**src/rtl/mdp_pkg.sv**
```systemverilog
// Shared widths, defaults and handshake structs for the modular dot product core.
package mdp_pkg;

  localparam int ELEM_W        = 26;   // input element port width
  localparam int MOD_W         = 26;   // modulus register width
  localparam int BS_W          = 11;   // block size register width
  localparam int OUT_W         = 26;   // result width
  localparam int ACC_W         = 64;   // running sum width
  localparam int MAX_BLOCK_DEF = 1024;
  localparam int ELEM_BITS_DEF = 26;
  localparam int FIFO_DEPTH    = 4;
  localparam int FIFO_AW       = $clog2(FIFO_DEPTH);
  localparam int RED_CNT_W     = $clog2(ACC_W);

  // start a remainder pass over a 64-bit value
  typedef struct packed {
    logic             start;
    logic [ACC_W-1:0] value;
  } red_req_t;

  // remainder unit status; rem is valid in the cycle done is high
  typedef struct packed {
    logic             busy;
    logic             done;
    logic [MOD_W-1:0] rem;
  } red_rsp_t;

endpackage

```
**src/rtl/mdp_front.sv**
```systemverilog
// Front end: takes input requests, masks elements and registers their product.
module mdp_front import mdp_pkg::*; #(
  parameter int ELEM_BITS = ELEM_BITS_DEF
) (
  input  logic                   clk,
  input  logic                   rst_n,
  input  logic                   in_valid,
  output logic                   in_ready,
  input  logic [ELEM_W-1:0]      in_elem_a,
  input  logic [ELEM_W-1:0]      in_elem_b,
  input  logic                   in_last_pair,
  output logic                   push_valid,
  input  logic                   push_ready,
  output logic [2*ELEM_BITS:0]   push_data
);

  localparam int PW = 2 * ELEM_BITS;

  logic              valid_r, valid_nxt;
  logic [PW-1:0]     prod_r, prod_nxt;
  logic              last_r, last_nxt;
  logic [PW-1:0]     a_ext, b_ext;
  logic              take;

  assign a_ext = PW'(in_elem_a[ELEM_BITS-1:0]);
  assign b_ext = PW'(in_elem_b[ELEM_BITS-1:0]);

  // stage moves whenever it is empty or its product goes into the queue
  assign in_ready   = !valid_r || push_ready;
  assign take       = in_valid && in_ready;
  assign push_valid = valid_r;
  assign push_data  = {last_r, prod_r};

  always_comb begin
    valid_nxt = valid_r;
    prod_nxt  = prod_r;
    last_nxt  = last_r;
    if (take) begin
      valid_nxt = 1'b1;
      prod_nxt  = a_ext * b_ext;
      last_nxt  = in_last_pair;
    end else if (push_ready) begin
      valid_nxt = 1'b0;
    end
  end

  always_ff @(posedge clk) begin
    if (!rst_n) begin
      valid_r <= 1'b0;
    end else begin
      valid_r <= valid_nxt;
    end
  end

  always_ff @(posedge clk) begin
    prod_r <= prod_nxt;
    last_r <= last_nxt;
  end

endmodule

```
**src/rtl/mdp_fifo.sv**
```systemverilog
// Short queue between the front end and the accumulate back end.
module mdp_fifo import mdp_pkg::*; #(
  parameter int W = 2 * ELEM_BITS_DEF + 1
) (
  input  logic         clk,
  input  logic         rst_n,
  input  logic         push_valid,
  output logic         push_ready,
  input  logic [W-1:0] push_data,
  output logic         pop_valid,
  input  logic         pop_ready,
  output logic [W-1:0] pop_data
);

  logic [W-1:0]       mem_r [FIFO_DEPTH];
  logic [FIFO_AW-1:0] wr_ptr_r, wr_ptr_nxt;
  logic [FIFO_AW-1:0] rd_ptr_r, rd_ptr_nxt;
  logic [FIFO_AW:0]   count_r, count_nxt;
  logic               push, pop;

  assign push_ready = (count_r != (FIFO_AW+1)'(FIFO_DEPTH));
  assign pop_valid  = (count_r != '0);
  assign push       = push_valid && push_ready;
  assign pop        = pop_valid && pop_ready;
  assign pop_data   = mem_r[rd_ptr_r];

  always_comb begin
    wr_ptr_nxt = push ? FIFO_AW'(wr_ptr_r + 1'b1) : wr_ptr_r;
    rd_ptr_nxt = pop  ? FIFO_AW'(rd_ptr_r + 1'b1) : rd_ptr_r;
    count_nxt  = count_r;
    if (push && !pop) begin
      count_nxt = count_r + 1'b1;
    end else if (pop && !push) begin
      count_nxt = count_r - 1'b1;
    end
  end

  always_ff @(posedge clk) begin
    if (!rst_n) begin
      wr_ptr_r <= '0;
      rd_ptr_r <= '0;
      count_r  <= '0;
    end else begin
      wr_ptr_r <= wr_ptr_nxt;
      rd_ptr_r <= rd_ptr_nxt;
      count_r  <= count_nxt;
    end
  end

  always_ff @(posedge clk) begin
    if (push) begin
      mem_r[wr_ptr_r] <= push_data;
    end
  end

endmodule

```
**src/rtl/mdp_reduce.sv**
```systemverilog
// Bit-serial remainder unit: 64-bit value modulo a 26-bit modulus, one bit per cycle.
module mdp_reduce import mdp_pkg::*; (
  input  logic             clk,
  input  logic             rst_n,
  input  logic [MOD_W-1:0] modulus,
  input  red_req_t         req,
  output red_rsp_t         rsp
);

  logic                 busy_r, busy_nxt;
  logic                 done_r, done_nxt;
  logic [ACC_W-1:0]     val_r, val_nxt;
  logic [MOD_W-1:0]     rem_r, rem_nxt;
  logic [RED_CNT_W-1:0] step_r, step_nxt;
  logic [MOD_W:0]       trial, diff;
  logic                 ge;

  // shift in the next dividend bit, subtract once if it reaches the modulus
  assign trial = {rem_r, val_r[ACC_W-1]};
  assign ge    = (trial >= {1'b0, modulus});
  assign diff  = trial - {1'b0, modulus};

  always_comb begin
    busy_nxt = busy_r;
    done_nxt = 1'b0;
    val_nxt  = val_r;
    rem_nxt  = rem_r;
    step_nxt = step_r;
    if (req.start) begin
      busy_nxt = 1'b1;
      val_nxt  = req.value;
      rem_nxt  = '0;
      step_nxt = '0;
    end else if (busy_r) begin
      val_nxt  = {val_r[ACC_W-2:0], 1'b0};
      rem_nxt  = ge ? diff[MOD_W-1:0] : trial[MOD_W-1:0];
      step_nxt = step_r + 1'b1;
      if (step_r == RED_CNT_W'(ACC_W - 1)) begin
        busy_nxt = 1'b0;
        done_nxt = 1'b1;
      end
    end
  end

  always_ff @(posedge clk) begin
    if (!rst_n) begin
      busy_r <= 1'b0;
      done_r <= 1'b0;
    end else begin
      busy_r <= busy_nxt;
      done_r <= done_nxt;
    end
  end

  always_ff @(posedge clk) begin
    val_r  <= val_nxt;
    rem_r  <= rem_nxt;
    step_r <= step_nxt;
  end

  assign rsp.busy = busy_r;
  assign rsp.done = done_r;
  assign rsp.rem  = rem_r;

endmodule

```
**src/rtl/mdp_back.sv**
```systemverilog
// Back end: accumulates products, counts blocks, sequences reductions, holds the result.
module mdp_back import mdp_pkg::*; #(
  parameter int ELEM_BITS = ELEM_BITS_DEF,
  parameter int MAX_BLOCK = MAX_BLOCK_DEF
) (
  input  logic                 clk,
  input  logic                 rst_n,
  input  logic                 pop_valid,
  output logic                 pop_ready,
  input  logic [2*ELEM_BITS:0] pop_data,
  input  logic [MOD_W-1:0]     modulus,
  input  logic [BS_W-1:0]      block_size,
  output red_req_t             red_req,
  input  red_rsp_t             red_rsp,
  output logic                 out_valid,
  input  logic                 out_ready,
  output logic [OUT_W-1:0]     out_dot_mod
);

  localparam int PW    = 2 * ELEM_BITS;
  localparam int CNT_W = $clog2(MAX_BLOCK + 1);
  localparam int CMP_W = (CNT_W > BS_W) ? CNT_W : BS_W;

  localparam logic [1:0] S_RUN = 2'd0;  // taking products from the queue
  localparam logic [1:0] S_RED = 2'd1;  // remainder pass in flight
  localparam logic [1:0] S_OUT = 2'd2;  // final sum waits for the output slot

  logic [1:0]       state_r, state_nxt;
  logic [ACC_W-1:0] acc_r, acc_nxt;
  logic [CNT_W-1:0] count_r, count_nxt;
  logic             final_r, final_nxt;
  logic             out_valid_r, out_valid_nxt;
  logic [OUT_W-1:0] out_dot_mod_r, out_dot_mod_nxt;
  logic [ACC_W-1:0] acc_sum;
  logic [CNT_W:0]   cnt_inc;
  logic [CNT_W-1:0] eff;
  logic [CMP_W-1:0] bs_ext;
  logic             pop, last, boundary, mod_zero, out_free;

  // block size 0 acts as 1, above MAX_BLOCK saturates
  assign bs_ext = CMP_W'(block_size);
  always_comb begin
    if (block_size == '0) begin
      eff = CNT_W'(1);
    end else if (bs_ext > CMP_W'(MAX_BLOCK)) begin
      eff = CNT_W'(MAX_BLOCK);
    end else begin
      eff = CNT_W'(bs_ext);
    end
  end

  assign pop       = (state_r == S_RUN) && pop_valid;
  assign pop_ready = (state_r == S_RUN);
  assign last      = pop_data[PW];
  assign acc_sum   = acc_r + ACC_W'(pop_data[PW-1:0]);
  assign cnt_inc   = {1'b0, count_r} + 1'b1;
  assign boundary  = (cnt_inc >= {1'b0, eff});
  assign mod_zero  = (modulus == '0);
  assign out_free  = !out_valid_r || out_ready;

  always_comb begin
    state_nxt       = state_r;
    acc_nxt         = acc_r;
    count_nxt       = count_r;
    final_nxt       = final_r;
    out_valid_nxt   = out_valid_r && !out_ready;
    out_dot_mod_nxt = out_dot_mod_r;
    red_req.start   = 1'b0;
    red_req.value   = acc_sum;
    unique case (state_r)
      S_RUN: begin
        if (pop) begin
          acc_nxt = acc_sum;
          if (last) begin
            count_nxt = '0;
            final_nxt = 1'b1;
            if (mod_zero) begin
              state_nxt = S_OUT;
            end else begin
              red_req.start = 1'b1;
              state_nxt     = S_RED;
            end
          end else if (boundary) begin
            count_nxt = '0;
            if (!mod_zero) begin
              red_req.start = 1'b1;
              final_nxt     = 1'b0;
              state_nxt     = S_RED;
            end
          end else begin
            count_nxt = cnt_inc[CNT_W-1:0];
          end
        end
      end
      S_RED: begin
        if (red_rsp.done) begin
          acc_nxt   = ACC_W'(red_rsp.rem);
          state_nxt = final_r ? S_OUT : S_RUN;
        end
      end
      S_OUT: begin
        if (out_free) begin
          out_valid_nxt   = 1'b1;
          out_dot_mod_nxt = acc_r[OUT_W-1:0];
          acc_nxt         = '0;
          count_nxt       = '0;
          final_nxt       = 1'b0;
          state_nxt       = S_RUN;
        end
      end
      default: begin
        state_nxt = S_RUN;
      end
    endcase
  end

  always_ff @(posedge clk) begin
    if (!rst_n) begin
      state_r     <= S_RUN;
      acc_r       <= '0;
      count_r     <= '0;
      final_r     <= 1'b0;
      out_valid_r <= 1'b0;
    end else begin
      state_r     <= state_nxt;
      acc_r       <= acc_nxt;
      count_r     <= count_nxt;
      final_r     <= final_nxt;
      out_valid_r <= out_valid_nxt;
    end
  end

  always_ff @(posedge clk) begin
    out_dot_mod_r <= out_dot_mod_nxt;
  end

  assign out_valid   = out_valid_r;
  assign out_dot_mod = out_dot_mod_r;

  a_start_idle: assert property (@(posedge clk) disable iff (!rst_n)
    red_req.start |-> !red_rsp.busy && !red_rsp.done)
    else $error("remainder pass started while one is in flight");

  a_red_tracks: assert property (@(posedge clk) disable iff (!rst_n)
    (state_r == S_RED) |-> (red_rsp.busy || red_rsp.done))
    else $error("waiting on a remainder pass that is not running");

  a_out_source: assert property (@(posedge clk) disable iff (!rst_n)
    $rose(out_valid_r) |-> ($past(state_r) == S_OUT))
    else $error("result slot loaded outside the final state");

endmodule

```
**src/rtl/modular_dot_product_core.sv**
```systemverilog
// Top level of the modular dot product core: config registers, front, queue, back, remainder unit.
//
//  channel   direction  handshake              payload
//  in_       request    in_valid / in_ready    in_elem_a, in_elem_b, in_last_pair
//  out_      result     out_valid / out_ready  out_dot_mod
//  config    APB write  psel penable pwrite    paddr, pwdata (prdata on read)
//
// Cycles: one pair per cycle enters the front end while the queue has room, and its
//   52-bit product is registered into a four-entry queue. The back end adds one product
//   per cycle unless it is reducing or holding a final sum. Each block boundary and each
//   last pair stalls the back end for a 64-step pass through the bit-serial remainder unit
//   and the taking of the remainder (skipped when the modulus is zero). The last pair's
//   product is registered, queued, reduced (unless the modulus is zero), then put in the result slot.
// Reset: rst_n synchronous, active low; modulus and block size come back as 1,
//   sum and block count as 0. No clearing pass.
// Stalls: the queue absorbs the front end while the back end reduces; a held
//   result does not block new pairs until the next final sum needs the slot.
module modular_dot_product_core import mdp_pkg::*; #(
  parameter int MAX_BLOCK = MAX_BLOCK_DEF,
  parameter int ELEM_BITS = ELEM_BITS_DEF
) (
  input  logic              clk,
  input  logic              rst_n,
  // input requests
  input  logic              in_valid,
  output logic              in_ready,
  input  logic [ELEM_W-1:0] in_elem_a,
  input  logic [ELEM_W-1:0] in_elem_b,
  input  logic              in_last_pair,
  // results
  output logic              out_valid,
  input  logic              out_ready,
  output logic [OUT_W-1:0]  out_dot_mod,
  // configuration
  input  logic              psel,
  input  logic              penable,
  input  logic              pwrite,
  input  logic [2:0]        paddr,
  input  logic [31:0]       pwdata,
  output logic [31:0]       prdata,
  output logic              pready
);

  localparam int QW = 2 * ELEM_BITS + 1;

  // register index decoded from paddr[2]
  localparam logic REG_MODULUS = 1'b0;
  localparam logic REG_BLOCK   = 1'b1;

  logic [MOD_W-1:0] modulus_r, modulus_nxt;
  logic [BS_W-1:0]  block_size_r, block_size_nxt;
  logic             cfg_wr;

  logic             push_valid, push_ready;
  logic [QW-1:0]    push_data;
  logic             pop_valid, pop_ready;
  logic [QW-1:0]    pop_data;
  red_req_t         red_req;
  red_rsp_t         red_rsp;

  // ---------------------------------------------------------------------
  // Configuration: no wait states, write lands in the access phase
  // ---------------------------------------------------------------------
  assign pready = 1'b1;
  assign cfg_wr = psel && penable && pwrite;

  always_comb begin
    modulus_nxt    = modulus_r;
    block_size_nxt = block_size_r;
    if (cfg_wr) begin
      unique case (paddr[2])
        REG_MODULUS: modulus_nxt    = pwdata[MOD_W-1:0];
        REG_BLOCK:   block_size_nxt = pwdata[BS_W-1:0];
        default:     modulus_nxt    = modulus_r;
      endcase
    end
  end

  always_comb begin
    unique case (paddr[2])
      REG_MODULUS: prdata = 32'(modulus_r);
      REG_BLOCK:   prdata = 32'(block_size_r);
      default:     prdata = '0;
    endcase
  end

  always_ff @(posedge clk) begin
    if (!rst_n) begin
      modulus_r    <= MOD_W'(1);
      block_size_r <= BS_W'(1);
    end else begin
      modulus_r    <= modulus_nxt;
      block_size_r <= block_size_nxt;
    end
  end

  // ---------------------------------------------------------------------
  // Front end: accept, mask, multiply
  // ---------------------------------------------------------------------
  mdp_front #(
    .ELEM_BITS (ELEM_BITS)
  ) u_front (
    .clk          (clk),
    .rst_n        (rst_n),
    .in_valid     (in_valid),
    .in_ready     (in_ready),
    .in_elem_a    (in_elem_a),
    .in_elem_b    (in_elem_b),
    .in_last_pair (in_last_pair),
    .push_valid   (push_valid),
    .push_ready   (push_ready),
    .push_data    (push_data)
  );

  // ---------------------------------------------------------------------
  // Product queue: lets the front keep going during a remainder pass
  // ---------------------------------------------------------------------
  mdp_fifo #(
    .W (QW)
  ) u_fifo (
    .clk        (clk),
    .rst_n      (rst_n),
    .push_valid (push_valid),
    .push_ready (push_ready),
    .push_data  (push_data),
    .pop_valid  (pop_valid),
    .pop_ready  (pop_ready),
    .pop_data   (pop_data)
  );

  // ---------------------------------------------------------------------
  // Back end: accumulate, block count, sequencing, result slot
  // ---------------------------------------------------------------------
  mdp_back #(
    .ELEM_BITS (ELEM_BITS),
    .MAX_BLOCK (MAX_BLOCK)
  ) u_back (
    .clk         (clk),
    .rst_n       (rst_n),
    .pop_valid   (pop_valid),
    .pop_ready   (pop_ready),
    .pop_data    (pop_data),
    .modulus     (modulus_r),
    .block_size  (block_size_r),
    .red_req     (red_req),
    .red_rsp     (red_rsp),
    .out_valid   (out_valid),
    .out_ready   (out_ready),
    .out_dot_mod (out_dot_mod)
  );

  // ---------------------------------------------------------------------
  // Remainder unit: one quotient bit per cycle over the 64-bit sum
  // ---------------------------------------------------------------------
  mdp_reduce u_reduce (
    .clk     (clk),
    .rst_n   (rst_n),
    .modulus (modulus_r),
    .req     (red_req),
    .rsp     (red_rsp)
  );

endmodule

```
**config.mk**
```make
export PLATFORM = sky130hd
export DESIGN_NAME = modular_dot_product_core
export DESIGN_NICKNAME = d
export VERILOG_FILES = /design/src/rtl/mdp_pkg.sv /design/src/rtl/mdp_front.sv /design/src/rtl/mdp_fifo.sv /design/src/rtl/mdp_reduce.sv /design/src/rtl/mdp_back.sv /design/src/rtl/modular_dot_product_core.sv
export SDC_FILE = /design/constraint.sdc
export NUM_CORES = 2
export LEC_CHECK = 0
export BUFFER_PORTS_ARGS = -buffer_cell sky130_fd_sc_hd__buf_4
export CORE_UTILIZATION = 65
export DETAILED_ROUTE_END_ITERATION = 16
export PLACE_DENSITY_LB_ADDON = 0.12
export SLEW_MARGIN = 25
export SYNTH_ARGS = -nofsm -noshare
export SYNTH_HDL_FRONTEND = slang
export SYNTH_HIERARCHICAL = 1
export SYNTH_SLANG_ARGS = --single-unit
```
**constraint.sdc**
```tcl
create_clock -name clk -period 10.06 [get_ports clk]
set_input_delay 1.006 -clock clk [delete_from_list [all_inputs] [get_ports clk]]
set_output_delay 1.006 -clock clk [all_outputs]
set_load 0.01 [all_outputs]
```
==> impl_metrics.csv <==
group,metric,value,unit
outcome,status,"completed",
route,ant_nets,0,
yosys,avgSynthCellArea,10.4,sq um
route,drt_iter0_markers,2380,
route,drtPass1Iterations,5,
grt,grt_pass1_vias,34100,
placement,dp_hpwl,81200,microns
worst_setup_path,path_delay_family,"adder cells",
route,vias,32900,
worst_setup_path,crit_slowest_cell,"fa_1",
cts,cts_tree,"built",
timing,max_freq,134,MHz
cts,clock-sinks,515,
yosys,yosysWarnings,6,
grt,overflow,0,
route,routed_wl,114000,microns
timing,worst_pin_slew,0.966,ns
min_path,hp-class,"register to register",
floorplan,fp.dieH,272,microns
timing,setup_viol,0,
floorplan,row_count,98,
layout,num_antenna_cells,0,
grt,grtUsageTotal,0.315,
grt,grt_pass1_wl,184000,microns
worst_setup_path,required,10.41,ns
cts,cts.reportedPaths.clkPinSlew,0.06,ns
cts,cts_setup_buffers,0,
timing,slew_headroom,0.351,
floorplan,die_area,0.0740,sq mm
worst_setup_path,critPathBufInv,6,
worst_setup_path,criticalPathCategory,"input pin to register",
worst_setup_path,start_kind,"input pin",
cts,cts_max_level,2,
yosys,synthCells,4565,
floorplan,core-area,0.0719,sq mm
timing,fin_crit_sh,0.740,
cts,ctsHoldBuffers,0,
floorplan,die_w,272,microns
layout,drive_gt1_frac,0.0929,
cts,cts_made_buffers,46,
timing,clock_skew,0.0101,ns
worst_setup_path,ff2ff_setup_slack,4.79,ns
grt,antenna_found_initial,0,
placement,place_congestion,0.938,
worst_setup_path,critPathMostFrequentCell,"fa_1",
placement,port_buffers,140,
layout,areaGrowthSynthToFinish,5.95,%
timing,slew_viol_final,0,
yosys,netlist_area,0.0474,sq mm
floorplan,io_pins,156,
worst_setup_path,end_kind,"register",
grt,grt_max_degree,68,
worst_setup_path,crit_path_cell_trace,"buf_4 -> nand2_1 -> fa_1 -> inv_1 -> fa_1 -> inv_1 -> fa_1 -> inv_1 -> fa_1 -> inv_1 -> fa_1 -> inv_1 -> fa_1 -> fa_1 -> ha_1 -> a21oi_1 -> o21ai_0 -> a311oi_1 -> nor4b_1 -> o21ai_0 -> nand3_1 -> nand2_1 -> a311oi_1",
worst_setup_path,path_max_fanout,26,
timing,rsz0062_at_grt,"no",
layout,nNetsFinal,5492,
floorplan,start_util,0.659,
route,routed_via_density,5.97,
cts,clock_latency,0.58,ns
route,drt-wirelength-per-cell,20.6,microns
worst_setup_path,worstPathArrival,7.80,ns
cts,cts-root-buf,"clkbuf_16",
route,remaining_drc_errors,0,
cts,cts_resized,0,
job,max-cap-violations,0,
timing,layout_min_cycle_time,7.45,ns
cts,clockBufferDepth,3,
worst_setup_path,critPathMaxStageDelay,0.56,ns
timing,finalHoldViolCount,0,
timing,tns,0,ns
## cells in the final DEF (no fill, tap or decap), types with 14 or more instances in the layout
| master | count |
|---|---|
| dfxtp_1 | 157 |
| nor2_1 | 127 |
| a221oi_1 | 15 |
| nand4_1 | 46 |
| nor2b_1 | 39 |
| mux2i_1 | 51 |
| xnor2_1 | 91 |
| fa_1 | 577 |
| edfxtp_1 | 355 |
| o21ai_0 | 117 |
| and2_1 | 380 |
| or3_1 | 21 |
| nor3_1 | 34 |
| nand3_1 | 56 |
| nand2_1 | 524 |
| xor2_1 | 51 |
| a21o_1 | 62 |
| a211oi_1 | 14 |
| ha_1 | 291 |
| a21oi_1 | 184 |
| a31oi_1 | 24 |
| o21a_1 | 19 |
| clkbuf_16 | 47 |
| a22o_1 | 35 |
| o21bai_1 | 18 |
| nor4_1 | 15 |
| mux2_2 | 76 |
| mux4_2 | 50 |
| buf_4 | 160 |
| and3_1 | 14 |
| inv_1 | 673 |
## registers in the layout (all words and copies together), names as in the netlist, named ones only
register / count
u_reduce/rem_r: 26
u_back/state_r: 2
modulus_r: 26
u_front/last_r: 1
u_reduce/done_r: 1
u_reduce/step_r: 6
u_front/prod_r: 52
block_size_r: 11
u_back/out_dot_mod: 26
u_fifo/wr_ptr_r: 2
u_back/final_r: 1
u_back/out_valid: 1
u_reduce/busy_r: 1
u_fifo/count_r: 3
u_back/count_r: 11
u_front/push_valid: 1
u_reduce/val_r: 64
u_fifo/rd_ptr_r: 2
u_fifo/mem_r: 212
u_back/acc_r: 64
## routing by layer
| metal | wire length [microns] | track usage | share of wire |
|---|---|---|---|
| met5 | 0 | 0 | 0 |
| met1 | 47800 | 0.427 | 0.42 |
| met4 | 2530 | 0.0787 | 0.022 |
| met2 | 55800 | 0.539 | 0.49 |
| met3 | 7450 | 0.0398 | 0.066 |
## path summary, 6_finish.rpt
check | startpoint | to | cells past startpoint
hold / removal | u_back/acc_r[0]$_SDFFE_PN0P_ | u_back/out_dot_mod[0]$_DFFE_PP_ | 0
setup / recovery | in_elem_a[13] | u_front/prod_r[44]$_DFFE_PP_ | 23
hold reg to reg | u_back/acc_r[0]$_SDFFE_PN0P_ | u_back/out_dot_mod[0]$_DFFE_PP_ | 0
setup reg to reg | register | u_reduce/val_r[63]$_DFFE_PP_ | 12
## final cells by class
cell class | instances | area [sq um]
clock buffer | 54 | 1220
clock inverter | 31 | 392
fill | 5459 | 21700
inverter | 677 | 2540
multi-input combinational | 3129 | 29800
sequential | 515 | 13900
tap | 950 | 1190
timing repair buffer | 160 | 1200
## stage by stage
stage | worst slack [ns] | instance area (sq um) | std cells | util | hold slack, ns
floorplan | 2.75 | 47400 | 4570 | - | 0.429
global placement | 2.26 | 48600 | 5431 | 0.676 | 0.461
detailed placement | 2.13 | 48600 | 5431 | 0.676 | 0.463
CTS | 2.72 | 50200 | 5516 | 0.699 | 0.483
global route | 2.49 | 50200 | 5516 | 0.699 | 0.497
finish | 2.61 | 50200 | 5516 | 0.699 | 0.482
## worst register-to-register path, cell delays in order, from the launching register on
cell	delay, ns
dfxtp_4	0.69
buf_4	0.60
mux4_2	0.66
ha_1	0.45
nand4_1	0.16
nor4_1	0.44
o21ai_1	0.27
a21oi_2	0.30
o31ai_1	0.19
o221ai_2	0.62
nand3_1	0.22
xnor2_1	0.16
mux2_2	0.27
Power is not shown: default switching activity piles up to over one toggle a cycle in this logic, so the estimate is an artifact.
